$ cat config.mk
export PLATFORM = sky130hd
export DESIGN_NAME = porct_dp
export DESIGN_NICKNAME = d
export VERILOG_FILES = /design/src/hw/rtl/porct_pkg.sv /design/src/hw/rtl/porct_dp.sv
export SDC_FILE = /design/constraint.sdc
export NUM_CORES = 2
export LEC_CHECK = 0
export ABC_CLOCK_PERIOD_IN_PS = 36500
export BUFFER_PORTS_ARGS = -buffer_cell sky130_fd_sc_hd__buf_2
export CORE_UTILIZATION = 25
export CTS_BUF_LIST = sky130_fd_sc_hd__clkbuf_4 sky130_fd_sc_hd__clkbuf_8
export DETAILED_ROUTE_END_ITERATION = 12
export HOLD_SLACK_MARGIN = 0.05
export PLACE_DENSITY_LB_ADDON = 0.1
export SYNTH_ARGS = -nofsm -noshare
export SYNTH_HDL_FRONTEND = slang
export SYNTH_SLANG_ARGS = --single-unit
export TNS_END_PERCENT = 10
$ cat constraint.sdc
create_clock -name clock -period 36.5 [get_ports clock]
set_clock_uncertainty 0.1 [all_clocks]
set_input_delay 10.95 -clock clock [delete_from_list [all_inputs] [get_ports clock]]
set_output_delay 10.95 -clock clock [all_outputs]
set_load 0.03 [all_outputs]
$ cat src/hw/rtl/porct_pkg.sv
// ----------------------------------------------------------------------------
// porct_pkg
// Shared widths, payload structs, microcode and controller command types for
// the origin-relative pose transform.
// ----------------------------------------------------------------------------
package porct_pkg;

   localparam int POS_W  = 32;
   localparam int ROT_W  = 16;
   localparam int DIFF_W = POS_W + 1;
   localparam int T_W    = 40;
   localparam int R_W    = 26;
   localparam int NORM_W = 52;
   localparam int S_W    = NORM_W / 2;
   localparam int A_W    = 27;
   localparam int B_W    = 40;
   localparam int P_W    = A_W + B_W;
   localparam int ACC_W  = P_W + 1;

   localparam int MAC_STEPS  = 36;
   localparam int STEP_W     = 6;
   localparam int SQRT_STEPS = S_W;
   localparam int DIV_STEPS  = ROT_W - 1;
   localparam int CNT_W      = 5;

   typedef struct packed {
      logic signed [POS_W-1:0] pos_x;
      logic signed [POS_W-1:0] pos_y;
      logic signed [POS_W-1:0] pos_z;
      logic signed [ROT_W-1:0] rot_x;
      logic signed [ROT_W-1:0] rot_y;
      logic signed [ROT_W-1:0] rot_z;
      logic signed [ROT_W-1:0] rot_w;
   } req_type;

   typedef struct packed {
      logic signed [POS_W-1:0] out_pos_x;
      logic signed [POS_W-1:0] out_pos_y;
      logic signed [POS_W-1:0] out_pos_z;
      logic signed [ROT_W-1:0] out_rot_x;
      logic signed [ROT_W-1:0] out_rot_y;
      logic signed [ROT_W-1:0] out_rot_z;
      logic signed [ROT_W-1:0] out_rot_w;
   } rsp_type;

   typedef enum logic [2:0] {
      A_UX, A_UY, A_UZ, A_UW, A_R0, A_R1, A_R2, A_R3
   } a_src_type;

   typedef enum logic [3:0] {
      B_D0, B_D1, B_D2, B_T0, B_T1, B_T2,
      B_Q0, B_Q1, B_Q2, B_Q3, B_R0, B_R1, B_R2, B_R3
   } b_src_type;

   typedef enum logic [3:0] {
      DST_T0, DST_T1, DST_T2, DST_P0, DST_P1, DST_P2,
      DST_R0, DST_R1, DST_R2, DST_R3, DST_N
   } dst_type;

   typedef struct packed {
      logic      valid;
      a_src_type a_src;
      b_src_type b_src;
      logic      neg;
      logic      first;
      logic      last;
      dst_type   dst;
   } uop_type;

   typedef struct packed {
      logic             load_item;
      logic             latch_origin;
      logic             calc_diff;
      uop_type          uop;
      logic             sqrt_load;
      logic             sqrt_step;
      logic             div_load;
      logic             div_step;
      logic             div_store;
      logic [1:0]       div_idx;
      logic             out_load;
      logic             out_pass;
   } cmd_type;

   localparam uop_type UOP_NOP = '{valid: 1'b0, a_src: A_UX, b_src: B_D0, neg: 1'b0,
                                   first: 1'b0, last: 1'b0, dst: DST_T0};

   function automatic uop_type mk_uop(input a_src_type a, input b_src_type b,
                                      input logic neg, input logic first,
                                      input logic last, input dst_type dst);
      uop_type u;
      u = '{valid: 1'b1, a_src: a, b_src: b, neg: neg, first: first, last: last,
            dst: dst};
      return u;
   endfunction

   // multiply-accumulate program: cross products, rotation, hamilton, norm
   function automatic uop_type uop_at(input logic [STEP_W-1:0] step);
      uop_type u;
      u = UOP_NOP;
      case (step)
         6'd0:  u = mk_uop(A_UY, B_D2, 1'b0, 1'b1, 1'b0, DST_T0);
         6'd1:  u = mk_uop(A_UZ, B_D1, 1'b1, 1'b0, 1'b1, DST_T0);
         6'd2:  u = mk_uop(A_UZ, B_D0, 1'b0, 1'b1, 1'b0, DST_T1);
         6'd3:  u = mk_uop(A_UX, B_D2, 1'b1, 1'b0, 1'b1, DST_T1);
         6'd4:  u = mk_uop(A_UX, B_D1, 1'b0, 1'b1, 1'b0, DST_T2);
         6'd5:  u = mk_uop(A_UY, B_D0, 1'b1, 1'b0, 1'b1, DST_T2);
         6'd7:  u = mk_uop(A_UW, B_T0, 1'b0, 1'b1, 1'b0, DST_P0);
         6'd8:  u = mk_uop(A_UY, B_T2, 1'b0, 1'b0, 1'b0, DST_P0);
         6'd9:  u = mk_uop(A_UZ, B_T1, 1'b1, 1'b0, 1'b1, DST_P0);
         6'd10: u = mk_uop(A_UW, B_T1, 1'b0, 1'b1, 1'b0, DST_P1);
         6'd11: u = mk_uop(A_UZ, B_T0, 1'b0, 1'b0, 1'b0, DST_P1);
         6'd12: u = mk_uop(A_UX, B_T2, 1'b1, 1'b0, 1'b1, DST_P1);
         6'd13: u = mk_uop(A_UW, B_T2, 1'b0, 1'b1, 1'b0, DST_P2);
         6'd14: u = mk_uop(A_UX, B_T1, 1'b0, 1'b0, 1'b0, DST_P2);
         6'd15: u = mk_uop(A_UY, B_T0, 1'b1, 1'b0, 1'b1, DST_P2);
         6'd16: u = mk_uop(A_UW, B_Q3, 1'b0, 1'b1, 1'b0, DST_R3);
         6'd17: u = mk_uop(A_UX, B_Q0, 1'b1, 1'b0, 1'b0, DST_R3);
         6'd18: u = mk_uop(A_UY, B_Q1, 1'b1, 1'b0, 1'b0, DST_R3);
         6'd19: u = mk_uop(A_UZ, B_Q2, 1'b1, 1'b0, 1'b1, DST_R3);
         6'd20: u = mk_uop(A_UW, B_Q0, 1'b0, 1'b1, 1'b0, DST_R0);
         6'd21: u = mk_uop(A_UX, B_Q3, 1'b0, 1'b0, 1'b0, DST_R0);
         6'd22: u = mk_uop(A_UY, B_Q2, 1'b0, 1'b0, 1'b0, DST_R0);
         6'd23: u = mk_uop(A_UZ, B_Q1, 1'b1, 1'b0, 1'b1, DST_R0);
         6'd24: u = mk_uop(A_UW, B_Q1, 1'b0, 1'b1, 1'b0, DST_R1);
         6'd25: u = mk_uop(A_UX, B_Q2, 1'b1, 1'b0, 1'b0, DST_R1);
         6'd26: u = mk_uop(A_UY, B_Q3, 1'b0, 1'b0, 1'b0, DST_R1);
         6'd27: u = mk_uop(A_UZ, B_Q0, 1'b0, 1'b0, 1'b1, DST_R1);
         6'd28: u = mk_uop(A_UW, B_Q2, 1'b0, 1'b1, 1'b0, DST_R2);
         6'd29: u = mk_uop(A_UX, B_Q1, 1'b0, 1'b0, 1'b0, DST_R2);
         6'd30: u = mk_uop(A_UY, B_Q0, 1'b1, 1'b0, 1'b0, DST_R2);
         6'd31: u = mk_uop(A_UZ, B_Q3, 1'b0, 1'b0, 1'b1, DST_R2);
         6'd32: u = mk_uop(A_R0, B_R0, 1'b0, 1'b1, 1'b0, DST_N);
         6'd33: u = mk_uop(A_R1, B_R1, 1'b0, 1'b0, 1'b0, DST_N);
         6'd34: u = mk_uop(A_R2, B_R2, 1'b0, 1'b0, 1'b0, DST_N);
         6'd35: u = mk_uop(A_R3, B_R3, 1'b0, 1'b0, 1'b1, DST_N);
         default: u = UOP_NOP;
      endcase
      return u;
   endfunction

endpackage

$ cat src/hw/rtl/porct_dp.sv
// ----------------------------------------------------------------------------
// porct_dp
// Datapath: origin store, shared multiply-accumulate, bit-serial square root,
// restoring divider and result register.
// ----------------------------------------------------------------------------
module porct_dp (
   input  logic               clock,
   input  logic               reset,
   input  porct_pkg::cmd_type cmd,
   input  porct_pkg::req_type req_data,
   output porct_pkg::rsp_type rsp_data
);
   import porct_pkg::*;

   req_type                  item_ff;
   logic signed [POS_W-1:0]  org_pos_ff [3];
   logic signed [ROT_W-1:0]  inv_ff [4];
   logic signed [DIFF_W-1:0] d_ff [3];
   logic signed [T_W-1:0]    t_ff [3];
   logic signed [R_W-1:0]    r_ff [4];
   logic [NORM_W-1:0]        norm_ff;
   logic signed [POS_W-1:0]  pos_res_ff [3];
   logic signed [ROT_W-1:0]  rot_res_ff [4];
   rsp_type                  rsp_ff;

   logic signed [A_W-1:0]    mul_a;
   logic signed [B_W-1:0]    mul_b;
   logic signed [P_W-1:0]    prod_ff;
   uop_type                  p_uop_ff;
   logic                     p_valid_ff;
   logic signed [ACC_W-1:0]  acc_ff;
   logic signed [ACC_W-1:0]  init_val;
   logic signed [ACC_W-1:0]  base;
   logic signed [ACC_W-1:0]  prod_ext;
   logic signed [ACC_W-1:0]  acc_in;
   logic signed [ACC_W-15:0] pos_wide;
   logic signed [POS_W-1:0]  pos_sat;

   logic [NORM_W-1:0]        sq_n_ff;
   logic [S_W+1:0]           sq_rem_ff;
   logic [S_W-1:0]           sq_root_ff;
   logic [S_W+3:0]           sq_rem_sh;
   logic [S_W+3:0]           sq_trial;
   logic                     sq_ge;

   logic [S_W-1:0]           dv_rem_ff;
   logic [DIV_STEPS-1:0]     dv_quo_ff;
   logic                     dv_neg_ff;
   logic signed [R_W-1:0]    dv_r;
   logic [R_W-1:0]           dv_mag;
   logic [S_W+DIV_STEPS-1:0] dv_num;
   logic [S_W:0]             dv_rem_sh;
   logic                     dv_ge;
   logic [DIV_STEPS-1:0]     dv_clamp;
   logic [ROT_W-1:0]         dv_val;

   localparam logic [DIV_STEPS-1:0] ROT_ONE = DIV_STEPS'(16384);
   localparam logic signed [ROT_W-1:0] ROT_MIN = {1'b1, {(ROT_W-1){1'b0}}};
   localparam logic signed [ROT_W-1:0] ROT_MAX = {1'b0, {(ROT_W-1){1'b1}}};

   function automatic logic signed [ROT_W-1:0] conj(input logic signed [ROT_W-1:0] q);
      return (q == ROT_MIN) ? ROT_MAX : -q;
   endfunction

   // operand select
   always_comb begin
      unique case (cmd.uop.a_src)
         A_UX: mul_a = A_W'(inv_ff[0]);
         A_UY: mul_a = A_W'(inv_ff[1]);
         A_UZ: mul_a = A_W'(inv_ff[2]);
         A_UW: mul_a = A_W'(inv_ff[3]);
         A_R0: mul_a = A_W'(r_ff[0]);
         A_R1: mul_a = A_W'(r_ff[1]);
         A_R2: mul_a = A_W'(r_ff[2]);
         A_R3: mul_a = A_W'(r_ff[3]);
      endcase
      unique case (cmd.uop.b_src)
         B_D0:    mul_b = B_W'(d_ff[0]);
         B_D1:    mul_b = B_W'(d_ff[1]);
         B_D2:    mul_b = B_W'(d_ff[2]);
         B_T0:    mul_b = t_ff[0];
         B_T1:    mul_b = t_ff[1];
         B_T2:    mul_b = t_ff[2];
         B_Q0:    mul_b = B_W'(item_ff.rot_x);
         B_Q1:    mul_b = B_W'(item_ff.rot_y);
         B_Q2:    mul_b = B_W'(item_ff.rot_z);
         B_Q3:    mul_b = B_W'(item_ff.rot_w);
         B_R0:    mul_b = B_W'(r_ff[0]);
         B_R1:    mul_b = B_W'(r_ff[1]);
         B_R2:    mul_b = B_W'(r_ff[2]);
         B_R3:    mul_b = B_W'(r_ff[3]);
         default: mul_b = '0;
      endcase
   end

   // accumulate, rounding constant preloaded on the first term
   always_comb begin
      unique case (p_uop_ff.dst)
         DST_T0, DST_T1, DST_T2: init_val = ACC_W'(4096);
         DST_P0:  init_val = {{(ACC_W-DIFF_W-14){d_ff[0][DIFF_W-1]}}, d_ff[0], 14'h2000};
         DST_P1:  init_val = {{(ACC_W-DIFF_W-14){d_ff[1][DIFF_W-1]}}, d_ff[1], 14'h2000};
         DST_P2:  init_val = {{(ACC_W-DIFF_W-14){d_ff[2][DIFF_W-1]}}, d_ff[2], 14'h2000};
         DST_R0, DST_R1, DST_R2, DST_R3: init_val = ACC_W'(128);
         default: init_val = '0;
      endcase
      base     = p_uop_ff.first ? init_val : acc_ff;
      prod_ext = {prod_ff[P_W-1], prod_ff};
      acc_in   = p_uop_ff.neg ? base - prod_ext : base + prod_ext;
      pos_wide = acc_in[ACC_W-1:14];
      if (pos_wide[ACC_W-15:POS_W-1] == '0 || pos_wide[ACC_W-15:POS_W-1] == '1) begin
         pos_sat = pos_wide[POS_W-1:0];
      end else begin
         pos_sat = {pos_wide[ACC_W-15], {(POS_W-1){~pos_wide[ACC_W-15]}}};
      end
   end

   // square root and divider step logic
   always_comb begin
      sq_rem_sh = {sq_rem_ff, sq_n_ff[NORM_W-1 -: 2]};
      sq_trial  = {2'b00, sq_root_ff, 2'b01};
      sq_ge     = sq_rem_sh >= sq_trial;

      unique case (cmd.div_idx)
         2'd0: dv_r = r_ff[0];
         2'd1: dv_r = r_ff[1];
         2'd2: dv_r = r_ff[2];
         2'd3: dv_r = r_ff[3];
      endcase
      dv_mag    = dv_r[R_W-1] ? R_W'(-dv_r) : R_W'(dv_r);
      dv_num    = (S_W+DIV_STEPS)'({dv_mag, {(DIV_STEPS-1){1'b0}}})
                  + (S_W+DIV_STEPS)'(sq_root_ff >> 1);
      dv_rem_sh = {dv_rem_ff, dv_quo_ff[DIV_STEPS-1]};
      dv_ge     = dv_rem_sh >= {1'b0, sq_root_ff};
      dv_clamp  = (dv_quo_ff > ROT_ONE) ? ROT_ONE : dv_quo_ff;
      if (sq_root_ff == '0) begin
         dv_val = '0;
      end else if (dv_neg_ff) begin
         dv_val = -{1'b0, dv_clamp};
      end else begin
         dv_val = {1'b0, dv_clamp};
      end
   end

   always_ff @(posedge clock) begin
      if (reset) begin
         p_valid_ff <= 1'b0;
      end else begin
         p_valid_ff <= cmd.uop.valid;
      end
      p_uop_ff <= cmd.uop;
      prod_ff  <= mul_a * mul_b;

      if (cmd.load_item) begin
         item_ff <= req_data;
      end
      if (cmd.latch_origin) begin
         org_pos_ff[0] <= req_data.pos_x;
         org_pos_ff[1] <= req_data.pos_y;
         org_pos_ff[2] <= req_data.pos_z;
         inv_ff[0]     <= conj(req_data.rot_x);
         inv_ff[1]     <= conj(req_data.rot_y);
         inv_ff[2]     <= conj(req_data.rot_z);
         inv_ff[3]     <= req_data.rot_w;
      end
      if (cmd.calc_diff) begin
         d_ff[0] <= DIFF_W'(item_ff.pos_x) - DIFF_W'(org_pos_ff[0]);
         d_ff[1] <= DIFF_W'(item_ff.pos_y) - DIFF_W'(org_pos_ff[1]);
         d_ff[2] <= DIFF_W'(item_ff.pos_z) - DIFF_W'(org_pos_ff[2]);
      end

      if (p_valid_ff) begin
         acc_ff <= acc_in;
         if (p_uop_ff.last) begin
            unique case (p_uop_ff.dst)
               DST_T0:  t_ff[0] <= acc_in[T_W+12:13];
               DST_T1:  t_ff[1] <= acc_in[T_W+12:13];
               DST_T2:  t_ff[2] <= acc_in[T_W+12:13];
               DST_P0:  pos_res_ff[0] <= pos_sat;
               DST_P1:  pos_res_ff[1] <= pos_sat;
               DST_P2:  pos_res_ff[2] <= pos_sat;
               DST_R0:  r_ff[0] <= acc_in[R_W+7:8];
               DST_R1:  r_ff[1] <= acc_in[R_W+7:8];
               DST_R2:  r_ff[2] <= acc_in[R_W+7:8];
               DST_R3:  r_ff[3] <= acc_in[R_W+7:8];
               DST_N:   norm_ff <= acc_in[NORM_W-1:0];
               default: norm_ff <= norm_ff;
            endcase
         end
      end

      if (cmd.sqrt_load) begin
         sq_n_ff    <= norm_ff;
         sq_rem_ff  <= '0;
         sq_root_ff <= '0;
      end else if (cmd.sqrt_step) begin
         sq_n_ff    <= {sq_n_ff[NORM_W-3:0], 2'b00};
         sq_rem_ff  <= sq_ge ? (S_W+2)'(sq_rem_sh - sq_trial) : sq_rem_sh[S_W+1:0];
         sq_root_ff <= {sq_root_ff[S_W-2:0], sq_ge};
      end

      if (cmd.div_load) begin
         dv_neg_ff <= dv_r[R_W-1];
         dv_rem_ff <= dv_num[S_W+DIV_STEPS-1:DIV_STEPS];
         dv_quo_ff <= dv_num[DIV_STEPS-1:0];
      end else if (cmd.div_step) begin
         dv_rem_ff <= dv_ge ? S_W'(dv_rem_sh - {1'b0, sq_root_ff}) : dv_rem_sh[S_W-1:0];
         dv_quo_ff <= {dv_quo_ff[DIV_STEPS-2:0], dv_ge};
      end
      if (cmd.div_store) begin
         unique case (cmd.div_idx)
            2'd0: rot_res_ff[0] <= dv_val;
            2'd1: rot_res_ff[1] <= dv_val;
            2'd2: rot_res_ff[2] <= dv_val;
            2'd3: rot_res_ff[3] <= dv_val;
         endcase
      end

      if (cmd.out_load) begin
         if (cmd.out_pass) begin
            rsp_ff <= rsp_type'(item_ff);
         end else begin
            rsp_ff.out_pos_x <= pos_res_ff[0];
            rsp_ff.out_pos_y <= pos_res_ff[1];
            rsp_ff.out_pos_z <= pos_res_ff[2];
            rsp_ff.out_rot_x <= rot_res_ff[0];
            rsp_ff.out_rot_y <= rot_res_ff[1];
            rsp_ff.out_rot_z <= rot_res_ff[2];
            rsp_ff.out_rot_w <= rot_res_ff[3];
         end
      end
   end

   assign rsp_data = rsp_ff;

endmodule

==> impl_metrics.ini <==
[die]
ioPinCount = 349
initial_core_util = 0.251
die_h_um = 635
die_w_um = 635
rows = 232
fp.dieArea_um2 = 403000
fp.coreArea_um2 = 399000

[clock_network]
cts_resized = 0
cts.clk_slew.worst_paths_ps = 60
hold_buffers = 0
clock_latency_ps = 1050
clock-root-buffer = clkbuf_8
cts_buffers = 264
clk_path_buf_depth = 4
htree_levels = 5
cts.sinks = 1306
cts_post_setup_buffers_inserted = 0
cts_tree = yes

[run]
max-cap-violations = 0

[synth]
yosysSeqAreaShare = 0.378
synth_flop_cell = edfxtp_1
synth_compound_area_frac = 0.0892
yosys.area_share.simple = 0.108
synth-xor-area-share = 0.0332
synthAdderAreaFrac = 0.270
synth-seq-cells = 1306
synth_top_family_by_area = adder cells
syn_area_per_cell_um2 = 10.8
synth_fp_nets = 11000
netlist_instances = 9258
yosysWarnings = 0
synth.distinct_cells = 90
async_flop_share = 0
syn_area_um2 = 100000
synth_edf_count = 1177
synthMuxAreaShare = 0.0464

[detailed_routing]
drt_wl_total_mm = 391
vias_per_cell = 4.73
wl_per_cell_um = 25.9
drt-pass1-iter-count = 6
vias = 71500
ant_nets = 0
drcViolationCount = 0
drt_iter0_drc = 5051

[sta]
slew_violations = 0
finalHoldViolations = 0
layout_min_cycle_time_ps = 22190
period_share = 0.608
finalSetupViolCount = 0
fmax_mhz = 45.1
worst_pin_slew_ps = 1190
rsz0062_at_grt = no
fin_setup_tns_ps = 0
slew_headroom = 0.205

[placement]
gp_congestion = 0.870
hpwl_mm = 292
io_buffers = 348

[global_routing]
grt_max_degree = 74
grt_pass1_vias = 76000
grt_remaining_overflow = 0
grt_pass1_wl_mm = 561
antenna_found_initial = 29
grt_usage = 0.191

[layout]
final_cell_mix = inv_1 (1559), edfxtp_1 (1177), fa_1 (1093)
multi_input_area_um2 = 55200
drive_above_1_share = 0.134
final_common_cell = inv_1
seqCellArea_um2 = 37900
fillerInstances = 41400
utilization = 0.286
final_nets = 11300
syn_to_final_growth_pct = 13.8

[setup_path]
worst-setup-path-type = input pin to register
required_ps = 37150
crit_arrival_ps = 22840
path_delay_family = adder cells
crit_slowest_cell = and4_1
cp-end-kind = register
path_buf_inv = 5
worst-r2r-setup-slack_ps = 24670
path_max_fanout = 18
crit_path_max_incr_delay_ps = 1100
cpMostUsedCell = fa_1
start_kind = input pin

[outcome]
status = finished clean

[worst_hold_path]
hold_class = register to register
==> area by class of cell <==
| class | count | share of cell area |
|---|---|---|
| antenna | 14 | 0.000307 |
| clock buffer | 346 | 0.0379 |
| clock inverter | 125 | 0.00921 |
| inverter | 1561 | 0.0514 |
| multi-input combinational | 5987 | 0.484 |
| sequential | 1306 | 0.333 |
| tap | 5265 | 0.0578 |
| timing repair buffer | 516 | 0.0266 |
==> metal layers <==
layer	vias up	wire length (µm)	GRT usage	share of wire
met1	37300	187000	0.278	0.48
met2	2056	175000	0.299	0.45
li1	31800	-	-	-
met4	6	8560	0.0431	0.022
met3	405	20100	0.0257	0.051
met5	-	36	0	0.000092
==> synth_stat cells, types with 24 or more instances <==
library cell | n | area share
a211oi_1 | 63 | 0.0047
nor4_1 | 47 | 0.0029
xnor2_1 | 258 | 0.023
mux4_2 | 39 | 0.0088
xor2_1 | 122 | 0.011
nand4_1 | 68 | 0.0042
a222oi_1 | 33 | 0.0033
a31oi_1 | 35 | 0.0022
ha_1 | 417 | 0.052
o21bai_1 | 34 | 0.0025
a22oi_1 | 125 | 0.0094
or3_1 | 28 | 0.0017
nor2_1 | 553 | 0.021
o21ai_0 | 209 | 0.010
and2_1 | 123 | 0.0077
inv_1 | 1559 | 0.058
o31ai_1 | 24 | 0.0018
and3_1 | 31 | 0.0019
fa_1 | 1093 | 0.22
a21o_1 | 131 | 0.0098
mux2i_1 | 64 | 0.0064
o22ai_1 | 40 | 0.0025
a221oi_1 | 53 | 0.0046
o21a_1 | 71 | 0.0053
buf_1 | 25 | 0.00094
nand2_1 | 1074 | 0.040
edfxtp_1 | 1177 | 0.35
nor3_1 | 128 | 0.0064
a22o_1 | 26 | 0.0023
nor2b_1 | 75 | 0.0047
nand2b_1 | 76 | 0.0047
mux2_2 | 241 | 0.027
clkbuf_1 | 370 | 0.014
nand3_1 | 77 | 0.0038
dfxtp_1 | 129 | 0.026
a21oi_1 | 361 | 0.018
==> sequential cells by signal, summed over array words and instances (netlist names) <==
| name | cells |
|---|---|
| sq_root_ff | 26 |
| p_uop_ff | 7 |
| sq_rem_ff | 28 |
| d_ff | 99 |
| acc_ff | 68 |
| rsp_data | 160 |
| item_ff | 160 |
| t_ff | 120 |
| sq_n_ff | 52 |
| inv_ff | 64 |
| norm_ff | 52 |
| p_valid_ff | 1 |
| dv_quo_ff | 15 |
| r_ff | 104 |
| pos_res_ff | 96 |
| dv_rem_ff | 26 |
| rot_res_ff | 64 |
| dv_neg_ff | 1 |
| prod_ff | 67 |
| org_pos_ff | 96 |
==> through the flow <==
stage | instances | area, µm² | hold slack (ps) | setup slack [ps]
finish | 15100 | 114000 | 381 | 14310
global route | 15100 | 114000 | 413 | 13640
CTS | 15100 | 114000 | 379 | 14110
detailed placement | 14600 | 109000 | 371 | 13140
global placement | 14600 | 109000 | 363 | 13060
floorplan | 9258 | 100000 | 348 | 16700
==> final timing paths <==
check | startpoint | to | cells past startpoint
min reg2reg | sq_n_ff[34] | sq_n_ff[36] | 1
min | sq_n_ff[34] | sq_n_ff[36] | 1
max | cmd[17] | prod_ff[59] | 29
max reg2reg | item_ff[47] | prod_ff[59] | 25
==> logic make-up (layout without fill, tap and decap cells) <==
group                      after synthesis  after routing
AOI/OAI and AO/OA                     1348           1348
xor gates and xnor gates               380            380
adders and majority gates             1510           1510
buffers and inverters                 1965           2548
DFF                                   1306           1306
muxes                                  360            360
other                                    0             14
and+or+nand+nor                       2389           2389
Power is left out: the tool's default activity adds up to more than one toggle a clock period on the data nets, which glitch-free logic cannot reach.
