### src/hw/rtl/porct_pkg.sv
// ----------------------------------------------------------------------------
// porct_pkg
// Shared widths, payload structs, microcode and controller command types for
// the origin-relative pose transform.
// ----------------------------------------------------------------------------
package porct_pkg;

   localparam int POS_W  = 32;
   localparam int ROT_W  = 16;
   localparam int DIFF_W = POS_W + 1;
   localparam int T_W    = 40;
   localparam int R_W    = 26;
   localparam int NORM_W = 52;
   localparam int S_W    = NORM_W / 2;
   localparam int A_W    = 27;
   localparam int B_W    = 40;
   localparam int P_W    = A_W + B_W;
   localparam int ACC_W  = P_W + 1;

   localparam int MAC_STEPS  = 36;
   localparam int STEP_W     = 6;
   localparam int SQRT_STEPS = S_W;
   localparam int DIV_STEPS  = ROT_W - 1;
   localparam int CNT_W      = 5;

   typedef struct packed {
      logic signed [POS_W-1:0] pos_x;
      logic signed [POS_W-1:0] pos_y;
      logic signed [POS_W-1:0] pos_z;
      logic signed [ROT_W-1:0] rot_x;
      logic signed [ROT_W-1:0] rot_y;
      logic signed [ROT_W-1:0] rot_z;
      logic signed [ROT_W-1:0] rot_w;
   } req_type;

   typedef struct packed {
      logic signed [POS_W-1:0] out_pos_x;
      logic signed [POS_W-1:0] out_pos_y;
      logic signed [POS_W-1:0] out_pos_z;
      logic signed [ROT_W-1:0] out_rot_x;
      logic signed [ROT_W-1:0] out_rot_y;
      logic signed [ROT_W-1:0] out_rot_z;
      logic signed [ROT_W-1:0] out_rot_w;
   } rsp_type;

   typedef enum logic [2:0] {
      A_UX, A_UY, A_UZ, A_UW, A_R0, A_R1, A_R2, A_R3
   } a_src_type;

   typedef enum logic [3:0] {
      B_D0, B_D1, B_D2, B_T0, B_T1, B_T2,
      B_Q0, B_Q1, B_Q2, B_Q3, B_R0, B_R1, B_R2, B_R3
   } b_src_type;

   typedef enum logic [3:0] {
      DST_T0, DST_T1, DST_T2, DST_P0, DST_P1, DST_P2,
      DST_R0, DST_R1, DST_R2, DST_R3, DST_N
   } dst_type;

   typedef struct packed {
      logic      valid;
      a_src_type a_src;
      b_src_type b_src;
      logic      neg;
      logic      first;
      logic      last;
      dst_type   dst;
   } uop_type;

   typedef struct packed {
      logic             load_item;
      logic             latch_origin;
      logic             calc_diff;
      uop_type          uop;
      logic             sqrt_load;
      logic             sqrt_step;
      logic             div_load;
      logic             div_step;
      logic             div_store;
      logic [1:0]       div_idx;
      logic             out_load;
      logic             out_pass;
   } cmd_type;

   localparam uop_type UOP_NOP = '{valid: 1'b0, a_src: A_UX, b_src: B_D0, neg: 1'b0,
                                   first: 1'b0, last: 1'b0, dst: DST_T0};

   function automatic uop_type mk_uop(input a_src_type a, input b_src_type b,
                                      input logic neg, input logic first,
                                      input logic last, input dst_type dst);
      uop_type u;
      u = '{valid: 1'b1, a_src: a, b_src: b, neg: neg, first: first, last: last,
            dst: dst};
      return u;
   endfunction

   // multiply-accumulate program: cross products, rotation, hamilton, norm
   function automatic uop_type uop_at(input logic [STEP_W-1:0] step);
      uop_type u;
      u = UOP_NOP;
      case (step)
         6'd0:  u = mk_uop(A_UY, B_D2, 1'b0, 1'b1, 1'b0, DST_T0);
         6'd1:  u = mk_uop(A_UZ, B_D1, 1'b1, 1'b0, 1'b1, DST_T0);
         6'd2:  u = mk_uop(A_UZ, B_D0, 1'b0, 1'b1, 1'b0, DST_T1);
         6'd3:  u = mk_uop(A_UX, B_D2, 1'b1, 1'b0, 1'b1, DST_T1);
         6'd4:  u = mk_uop(A_UX, B_D1, 1'b0, 1'b1, 1'b0, DST_T2);
         6'd5:  u = mk_uop(A_UY, B_D0, 1'b1, 1'b0, 1'b1, DST_T2);
         6'd7:  u = mk_uop(A_UW, B_T0, 1'b0, 1'b1, 1'b0, DST_P0);
         6'd8:  u = mk_uop(A_UY, B_T2, 1'b0, 1'b0, 1'b0, DST_P0);
         6'd9:  u = mk_uop(A_UZ, B_T1, 1'b1, 1'b0, 1'b1, DST_P0);
         6'd10: u = mk_uop(A_UW, B_T1, 1'b0, 1'b1, 1'b0, DST_P1);
         6'd11: u = mk_uop(A_UZ, B_T0, 1'b0, 1'b0, 1'b0, DST_P1);
         6'd12: u = mk_uop(A_UX, B_T2, 1'b1, 1'b0, 1'b1, DST_P1);
         6'd13: u = mk_uop(A_UW, B_T2, 1'b0, 1'b1, 1'b0, DST_P2);
         6'd14: u = mk_uop(A_UX, B_T1, 1'b0, 1'b0, 1'b0, DST_P2);
         6'd15: u = mk_uop(A_UY, B_T0, 1'b1, 1'b0, 1'b1, DST_P2);
         6'd16: u = mk_uop(A_UW, B_Q3, 1'b0, 1'b1, 1'b0, DST_R3);
         6'd17: u = mk_uop(A_UX, B_Q0, 1'b1, 1'b0, 1'b0, DST_R3);
         6'd18: u = mk_uop(A_UY, B_Q1, 1'b1, 1'b0, 1'b0, DST_R3);
         6'd19: u = mk_uop(A_UZ, B_Q2, 1'b1, 1'b0, 1'b1, DST_R3);
         6'd20: u = mk_uop(A_UW, B_Q0, 1'b0, 1'b1, 1'b0, DST_R0);
         6'd21: u = mk_uop(A_UX, B_Q3, 1'b0, 1'b0, 1'b0, DST_R0);
         6'd22: u = mk_uop(A_UY, B_Q2, 1'b0, 1'b0, 1'b0, DST_R0);
         6'd23: u = mk_uop(A_UZ, B_Q1, 1'b1, 1'b0, 1'b1, DST_R0);
         6'd24: u = mk_uop(A_UW, B_Q1, 1'b0, 1'b1, 1'b0, DST_R1);
         6'd25: u = mk_uop(A_UX, B_Q2, 1'b1, 1'b0, 1'b0, DST_R1);
         6'd26: u = mk_uop(A_UY, B_Q3, 1'b0, 1'b0, 1'b0, DST_R1);
         6'd27: u = mk_uop(A_UZ, B_Q0, 1'b0, 1'b0, 1'b1, DST_R1);
         6'd28: u = mk_uop(A_UW, B_Q2, 1'b0, 1'b1, 1'b0, DST_R2);
         6'd29: u = mk_uop(A_UX, B_Q1, 1'b0, 1'b0, 1'b0, DST_R2);
         6'd30: u = mk_uop(A_UY, B_Q0, 1'b1, 1'b0, 1'b0, DST_R2);
         6'd31: u = mk_uop(A_UZ, B_Q3, 1'b0, 1'b0, 1'b1, DST_R2);
         6'd32: u = mk_uop(A_R0, B_R0, 1'b0, 1'b1, 1'b0, DST_N);
         6'd33: u = mk_uop(A_R1, B_R1, 1'b0, 1'b0, 1'b0, DST_N);
         6'd34: u = mk_uop(A_R2, B_R2, 1'b0, 1'b0, 1'b0, DST_N);
         6'd35: u = mk_uop(A_R3, B_R3, 1'b0, 1'b0, 1'b1, DST_N);
         default: u = UOP_NOP;
      endcase
      return u;
   endfunction

endpackage

### src/hw/rtl/porct_ctrl.sv
// ----------------------------------------------------------------------------
// porct_ctrl
// Controller: handshakes, enable register, origin flag and the sequencer that
// steps the datapath through multiply, square root and divide phases.
// ----------------------------------------------------------------------------
module porct_ctrl (
   input  logic               clock,
   input  logic               reset,
   input  logic               req_valid,
   output logic               req_ready,
   output logic               rsp_valid,
   input  logic               rsp_ready,
   input  logic               csr_valid,
   output logic               csr_ready,
   input  logic               csr_wdata,
   output porct_pkg::cmd_type cmd
);
   import porct_pkg::*;

   typedef enum logic [3:0] {
      ST_IDLE, ST_DIFF, ST_MAC, ST_DRAIN, ST_SQ_LOAD, ST_SQ_RUN,
      ST_DV_LOAD, ST_DV_RUN, ST_DV_STORE, ST_FINISH
   } state_type;

   state_type         state_ff;
   logic [STEP_W-1:0] step_ff;
   logic [CNT_W-1:0]  cnt_ff;
   logic [1:0]        idx_ff;
   logic              enable_ff;
   logic              seen_ff;
   logic              pass_ff;
   logic              rsp_valid_ff;
   logic              accept;

   assign req_ready = (state_ff == ST_IDLE);
   assign accept    = req_valid && req_ready;
   assign csr_ready = 1'b1;
   assign rsp_valid = rsp_valid_ff;

   always_comb begin
      cmd              = '0;
      cmd.uop          = (state_ff == ST_MAC) ? uop_at(step_ff) : UOP_NOP;
      cmd.load_item    = accept;
      cmd.latch_origin = accept && !seen_ff;
      cmd.calc_diff    = (state_ff == ST_DIFF);
      cmd.sqrt_load    = (state_ff == ST_SQ_LOAD);
      cmd.sqrt_step    = (state_ff == ST_SQ_RUN);
      cmd.div_load     = (state_ff == ST_DV_LOAD);
      cmd.div_step     = (state_ff == ST_DV_RUN);
      cmd.div_store    = (state_ff == ST_DV_STORE);
      cmd.div_idx      = idx_ff;
      cmd.out_load     = (state_ff == ST_FINISH) && (!rsp_valid_ff || rsp_ready);
      cmd.out_pass     = pass_ff;
   end

   always_ff @(posedge clock) begin
      if (reset) begin
         state_ff     <= ST_IDLE;
         step_ff      <= '0;
         cnt_ff       <= '0;
         idx_ff       <= '0;
         enable_ff    <= 1'b1;
         seen_ff      <= 1'b0;
         pass_ff      <= 1'b0;
         rsp_valid_ff <= 1'b0;
      end else begin
         if (csr_valid) begin
            enable_ff <= csr_wdata;
         end
         if (rsp_valid_ff && rsp_ready) begin
            rsp_valid_ff <= 1'b0;
         end
         if (cmd.out_load) begin
            rsp_valid_ff <= 1'b1;
         end
         unique case (state_ff)
            ST_IDLE: begin
               if (accept) begin
                  seen_ff  <= 1'b1;
                  pass_ff  <= !enable_ff;
                  state_ff <= enable_ff ? ST_DIFF : ST_FINISH;
               end
            end
            ST_DIFF: begin
               step_ff  <= '0;
               state_ff <= ST_MAC;
            end
            ST_MAC: begin
               step_ff <= step_ff + 1'b1;
               if (step_ff == STEP_W'(MAC_STEPS - 1)) begin
                  state_ff <= ST_DRAIN;
               end
            end
            ST_DRAIN: begin
               state_ff <= ST_SQ_LOAD;
            end
            ST_SQ_LOAD: begin
               cnt_ff   <= '0;
               state_ff <= ST_SQ_RUN;
            end
            ST_SQ_RUN: begin
               cnt_ff <= cnt_ff + 1'b1;
               if (cnt_ff == CNT_W'(SQRT_STEPS - 1)) begin
                  idx_ff   <= '0;
                  state_ff <= ST_DV_LOAD;
               end
            end
            ST_DV_LOAD: begin
               cnt_ff   <= '0;
               state_ff <= ST_DV_RUN;
            end
            ST_DV_RUN: begin
               cnt_ff <= cnt_ff + 1'b1;
               if (cnt_ff == CNT_W'(DIV_STEPS - 1)) begin
                  state_ff <= ST_DV_STORE;
               end
            end
            ST_DV_STORE: begin
               idx_ff   <= idx_ff + 1'b1;
               state_ff <= (idx_ff == 2'd3) ? ST_FINISH : ST_DV_LOAD;
            end
            ST_FINISH: begin
               if (cmd.out_load) begin
                  state_ff <= ST_IDLE;
               end
            end
         endcase
      end
   end

`ifndef SYNTHESIS
   a_pass_fast: assert property (@(posedge clock) disable iff (reset)
      accept && !enable_ff |=> state_ff == ST_FINISH)
      else $error("pass-through beat did not go straight to finish");
   a_out_load: assert property (@(posedge clock) disable iff (reset)
      cmd.out_load |=> rsp_valid_ff && state_ff == ST_IDLE)
      else $error("result load did not raise rsp_valid");
   a_seen_holds: assert property (@(posedge clock) disable iff (reset)
      seen_ff |=> seen_ff)
      else $error("origin flag dropped");
   a_busy: assert property (@(posedge clock) disable iff (reset)
      cmd.uop.valid |-> !req_ready && enable_ff == $past(enable_ff) || !cmd.uop.valid)
      else $error("input taken during sequence");
`endif

endmodule

### config.mk
export PLATFORM = sky130hd
export DESIGN_NAME = porct_ctrl
export DESIGN_NICKNAME = d
export VERILOG_FILES = /design/src/hw/rtl/porct_pkg.sv /design/src/hw/rtl/porct_ctrl.sv
export SDC_FILE = /design/constraint.sdc
export NUM_CORES = 1
export LEC_CHECK = 0
export BUFFER_PORTS_ARGS = -buffer_cell sky130_fd_sc_hd__buf_2
export CORE_MARGIN = 3
export CORE_UTILIZATION = 40
export CTS_CLUSTER_DIAMETER = 40
export DETAILED_ROUTE_END_ITERATION = 7
export GPL_TIMING_DRIVEN = 0
export SETUP_SLACK_MARGIN = 0.5
export SYNTH_ARGS = -nofsm -noshare
export SYNTH_HDL_FRONTEND = slang
export SYNTH_SLANG_ARGS = --single-unit
### constraint.sdc
create_clock -name clock -period 3.3 [get_ports clock]
set_clock_uncertainty 0.1 [all_clocks]
set_input_delay 0.165 -clock clock [delete_from_list [all_inputs] [get_ports clock]]
set_output_delay 0.165 -clock clock [all_outputs]
set_load 0.02 [all_outputs]
==> impl_metrics.yaml, run 1 <==
pwr:
  p_per_area_nw_per_um2: 594
  p_leak_nw: 1.24
  p_int_w: 0.00102
  p_sw_share_pct: 38.9
  pwr-share-clk_pct: 23.2
  p_switching_w: 0.000648
  seqPwrFrac_pct: 31.8
  ir_drop_v: 0.000275
  p_comb_share_pct: 44.9
timing:
  tns_ps: 0
  fin_crit_sh_pct: 80.9
  relSlewSlack_pct: 56.7
  tightestPinTransition_ps: 634
  maxSlewViolCount: 0
  max_freq_mhz: 374
  grt_setup_unrepaired: "false"
  period_minus_slack_ps: 2670
  hold_violations: 0
  setup_viol: 0
floorplanning:
  placementRows: 27
  io_pins: 36
  die_w_um: 82.6
  dieArea_sq_um: 6830
  dieHeight_um: 82.6
  start_util_pct: 41.9
  core_sq_um: 5610
worst_setup_path:
  critical_path_required_ps: 3360
  crit_fanout: 10
  path_class: "register to register"
  cp-end-kind: "register"
  cp.arrival_ps: 2730
  start_kind: "register"
run_status:
  status: "completed"
synthesis:
  synth_commonest_cells: "dfxtp_1, nor2_1, nand2_1"
  postSynth.asyncResetShare_pct: 0
  yosysMostFrequentCell: "dfxtp_1"
  synth.avg_cell_area_sq_um: 7.99
  synthCells: 294
  synth_sequential_area_ratio_pct: 30.7
  synth_ff_type: "dfxtp_1"
  yosysTopAreaCellShare_pct: 30.7
  yosysWarnings: 0
  synth_top_cell_by_area: "dfxtp_1"
  syn_area_sq_um: 2350
  synth_edf_count: 0
  yosys-top-cells-area: "dfxtp_1, ha_1, nor2_1, and2_1, nand2_1"
  synth_cell_types: 66
  syn_nets: 311
  synth-seq-cells: 36
layout:
  nets: 355
  drive_gt1_share_pct: 23.3
  final_util_pct: 49.9
  area_growth_pct: 19.2
  finalInstanceArea_sq_um: 2800
  antenna_cells: 0
routing:
  drt-wirelength-per-cell_um: 14.8
  routed-via-count: 2294
  wirelength_mm: 6.09
  viasPerCell: 5.58
  drt_iter0_markers: 181
  firstDrtPassIters: 5
  drc_errors: 0
  ant_nets: 0
placed_design:
  io_buffers: 33
  dpl_cell_area_sq_um: 2610
  dp_hpwl_mm: 4.52
  gp_congestion: 0.932
global_route:
  overflow: 0
  grt_max_degree: 13
  grt_pass1_vias: 2011
  antenna_found_initial: 0
  track_usage_pct: 18.7
  grt_pass1_wl_mm: 9.90
clock_network:
  cts_tree: "done"
  cts_buffers: 5
  htree_num_levels: 2
  clk_latency_ps: 290
  cts-root-buf: "clkbuf_8"
  cts_sinks: 36
  clkTransAtPathRegs_ps: 70
  cts_buffer_depth: 2
job:
  drv_cap: 0
min_path:
  hp-class: "input port to register"
[critical path, cell delays in order (launching register included)]
cell       delay, ps
dfxtp_1          330
buf_2            200
clkbuf_2         250
nand2_1           80
a2bb2oi_1        150
a2bb2oi_2        160
nor2_2           280
inv_1            150
ha_1             300
mux2_2           280
a32oi_1          170
o22ai_1          100
[logic make-up after synthesis]
family          count (synthesis)  share of synthesized area, %
compound gates                 75                          22.1
buf+inv                        38                          7.25
other cells                     1                         0.160
flops                          36                          30.7
fa+ha+maj                      11                          5.86
mux                            12                          5.81
xor+xnor                        3                          1.70
simple gates                  118                          26.5
[stage by stage]
stage                     cells  total power (W)  hold slack, ps  setup WS, ps
after floorplan             294          0.00106             193           501
after global placement      399          0.00124             281          99.2
after detailed placement    399          0.00124             288          98.9
after CTS                   410          0.00166            11.6           539
after global routing        411          0.00177            27.7           508
final                       411          0.00166            15.3           629
[area by class of cell]
| class | instances | area [sq um] |
|---|---|---|
| fill | 560 | 2810 |
| timing repair buffer | 37 | 198 |
| buffer | 21 | 114 |
| clock buffer | 5 | 68.8 |
| sequential | 36 | 721 |
| multi-input combinational | 220 | 1500 |
| inverter | 17 | 63.8 |
| clock inverter | 3 | 42.5 |
| tap | 72 | 90.1 |
[final timing paths]
check                                  from   endpoint  slack [ps]  depth (start not counted)
worst max-delay path            state_ff[1]   register         630                         11
worst min-delay path              csr_valid  enable_ff          20                          3
worst max register to register  state_ff[1]   register         630                         11
worst min register to register      seen_ff    seen_ff         370                          2
[metal layers]
layer,track usage (%),share of wire [%],up-vias
met1,27.2,48,1063
met2,27.9,44,89
li1,-,-,1133
met5,0,0,-
met3,3.47,6.4,9
met4,5.23,1.3,0
[power groups by stage]
| stage | clock (W) | sequential, W | combinational, W |
|---|---|---|---|
| after global placement | 0 | 0.000537 | 0.000698 |
| after floorplan | 0 | 0.000534 | 0.000525 |
| after global routing | 0.000411 | 0.000536 | 0.000824 |
| after detailed placement | 0 | 0.000541 | 0.000699 |
| after CTS | 0.000395 | 0.000530 | 0.000738 |
| final | 0.000387 | 0.000530 | 0.000748 |
[what timing repair did]
item / in CTS / in global routing
endpoints found under the hold margin: 1 / 0
hold buffers: 1 / 0
buffers inserted: 2 / 1
pin swaps: 2 / 1
endpoints found under the setup margin: 9 / 2
gates resized for setup: 8 / 5
[cell usage in the layout, fill, tap and decap left out, types with 5 or more instances in the layout]
cell type | synthesis | routed
a21oi_1 | 14 | 13
a31oi_1 | 7 | 7
and2_1 | 16 | 16
buf_2 | 7 | 40
buf_4 | 3 | 6
clkbuf_8 | 0 | 5
dfxtp_1 | 36 | 36
ha_1 | 11 | 9
inv_1 | 16 | 16
mux2i_1 | 7 | 7
nand2_1 | 21 | 21
nand2b_1 | 7 | 7
nand3_1 | 6 | 6
nor2_1 | 32 | 31
nor2b_1 | 5 | 5
nor3_1 | 9 | 9
nor4_1 | 5 | 5
o211ai_1 | 5 | 5
o21ai_0 | 13 | 13
(Power assumes the default switching activity.)
==> run 2, diff against run 1 <==
Settings changed: ABC_AREA set to 1.
Clock period 3.3 ns to 2.5 ns, I/O delays scaled along.
==> run 2 against run 1 <==
Net effect: area after synthesis grew 0.21%; highest routed layer unchanged; first-iteration DRC count rose by 2.2%; clock-buffer cell count rose by 1; non-clock buffer count is 9 higher; critical path depth grew 4.
==> impl_metrics.yaml, run 2 <==
run_status:
  status: "completed"
clock_network:
  clk_latency_ps: 280
  cts_sinks: 36
  htree_num_levels: 2
  cts-root-buf: "clkbuf_8"
  clkTransAtPathRegs_ps: 70
  cts_tree: "done"
  cts_buffer_depth: 2
  cts_buffers: 5
synthesis:
  synth_top_cell_by_area: "dfxtp_1"
  synth_cell_types: 38
  synth_compound_area_share_pct: 10.6
  syn_nets: 363
  synth_ff_type: "dfxtp_1"
  syn_area_sq_um: 2350
  postSynth.asyncResetShare_pct: 0
  yosysWarnings: 0
  synth_edf_count: 0
  synth.avg_cell_area_sq_um: 6.80
  synthCells: 346
  synthSimpleGateAreaFrac_pct: 40.0
  synth_commonest_cells: "nand2_1, inv_1, nor2_1"
  synth_sequential_area_ratio_pct: 30.6
  synth_adder_area_share_pct: 5.85
  yosysMostFrequentCell: "nand2_1"
  synth-xor-area-share_pct: 0.372
  synth_top_family_by_area: "simple AND/OR/NAND/NOR gates"
  synth-seq-cells: 36
  synthMuxAreaShare_pct: 0
  yosysTopAreaCellShare_pct: 30.6
  yosys-top-cells-area: "dfxtp_1, nand2_1, inv_1, nand3_1, nor2_1"
global_route:
  grt_max_degree: 12
  track_usage_pct: 18.8
  grt_busiest_layer: "met2"
  grt_pass1_vias: 2133
  grt_pass1_wl_mm: 9.85
  use_met1_pct: 25.2
  overflow: 0
  grtUsageMet2_pct: 30.0
  antenna_found_initial: 0
  met3_usage_pct: 4.23
worst_setup_path:
  cp.arrival_ps: 2090
  r2r-start: "state_ff[1]"
  path_class: "register to register"
  max_stage_delay_ps: 380
  cp_cell_sequence: "inv_4, nor2_2, nand2_2, buf_8, nand3_4, a21oi_4, inv_2, ha_4, inv_4, nand3_4, nand2_2, nand2_2, nand3_2, nand2_1, nand2_1"
  worst-r2r-setup-slack_ps: 490
  r2r_cells: 15
  cpMaxStageDelayCell: "dfxtp_4"
  cp_common_cell: "nand2_2"
  cp-end-kind: "register"
  startpoint: "state_ff[1]"
  start_kind: "register"
  critical_path_required_ps: 2580
  crit_fanout: 6
layout:
  instances_no_fill: 483
  final_cell_mix: "nand2_1, inv_1, buf_2"
  mostFrequentLayoutCell: "nand2_1"
  area_growth_pct: 30.9
  finalInstanceArea_sq_um: 3080
  drive_gt1_share_pct: 36.5
  fillers: 570
  nets: 427
  antenna_cells: 0
job:
  drv_cap: 0
placed_design:
  dp_hpwl_mm: 4.22
  gp_congestion: 0.891
  dpl_cell_area_sq_um: 2660
  dp.cells: 451
  io_buffers: 33
timing:
  tns_ps: 0
  hold_violations: 0
  max_freq_mhz: 498
  setup_viol: 0
  maxSlewViolCount: 0
  fin_crit_sh_pct: 80.4
  holdWs_ps: 13.1
  period_minus_slack_ps: 2010
  grt_setup_unrepaired: "true"
routing:
  drt_iter0_markers: 185
  ant_nets: 0
  routed-via-count: 2323
  firstDrtPassIters: 4
  viasPerCell: 4.81
  wirelength_mm: 6.06
  drt-wirelength-per-cell_um: 12.5
  drc_errors: 0
pwr:
  p_leak_nw: 1.53
  p_total_w: 0.00256
  ir_drop_v: 0.000449
  p_per_area_nw_per_um2: 831
floorplanning:
  dieHeight_um: 82.7
  die_w_um: 82.7
  placementRows: 27
  dieArea_sq_um: 6840
  core_sq_um: 5610
  io_pins: 36
  start_util_pct: 42.0
min_path:
  min_from: "reset"
  hold_path_end: "step_ff[1]"
  holdPathStages: 2
  hp-class: "input port to register"
## run 2: cell families (layout without fill, tap and decap cells)
| group | after synthesis | in the layout |
|---|---|---|
| AND/OR/NAND/NOR | 189 | 189 |
| buffers and inverters | 66 | 131 |
| AO/OA/AOI/OAI | 42 | 42 |
| flip-flops | 36 | 36 |
| adder cells (fa/ha/maj) | 11 | 11 |
| other | 1 | 1 |
| XOR/XNOR | 1 | 1 |
## run 2: report_power, final
part / total [W] / switching [W] / internal [W]
clock: 0.000506 / 0.000210 / 0.000296
sequential: 0.000763 / 0.0000846 / 0.000679
combinational: 0.00129 / 0.000786 / 0.000504
total: 0.00256 / 0.00108 / 0.00148
## run 2: metal layers
metal,wire [um],part of all wire [%]
met2,2830,47
met4,104,1.7
met3,270,4.5
met1,2850,47
met5,0,0
## run 2: cell type report
cell class                 instances  area [sq um]  area share (%)
clock inverter                     2          35.0            1.14
multi-input combinational        244          1480            48.2
timing repair buffer              57           350            11.4
tap                               72          90.1            2.92
inverter                          56           218            7.06
sequential                        36           736            23.9
buffer                            10          96.3            3.13
clock buffer                       6          72.6            2.35
## run 2: worst max-delay path: cells and delay by family (launching register included)
family                     cells  cell delay [ps]
and+or+nand+nor                9              630
adders and majority gates      1              290
DFF                            1              380
buffers and inverters          4              330
AOI/OAI and AO/OA              1              180
## run 2: per-stage QoR
stage / setup WS (ps) / utilization, %
after global routing: 338 / 55.0
final: 490 / 55.0
after global placement: 238 / 47.4
after CTS: 506 / 53.1
after detailed placement: 221 / 47.4
after floorplan: 503 / -
## run 2: worst max-delay path by stage
| stage | endpoint | slack [ps] | cells past startpoint |
|---|---|---|---|
| 2_1_floorplan | register | 500 | 12 |
| 3_3_place_gp | register | 240 | 13 |
| 3_5_place_dp | register | 220 | 14 |
| 4_1_cts | register | 510 | 14 |
| 5_1_grt | register | 340 | 15 |
| 6_report | register | 490 | 15 |
## run 2: what timing repair did
| item | in CTS | in global routing |
|---|---|---|
| buffers inserted | 19 | 3 |
| endpoints found under the setup margin | 13 | 29 |
| hold endpoints to repair | 1 | 0 |
| gates resized for setup | 17 | 29 |
| pin swaps | 7 | 21 |
| hold buffers | 2 | 0 |
| cloned | 0 | 0 |
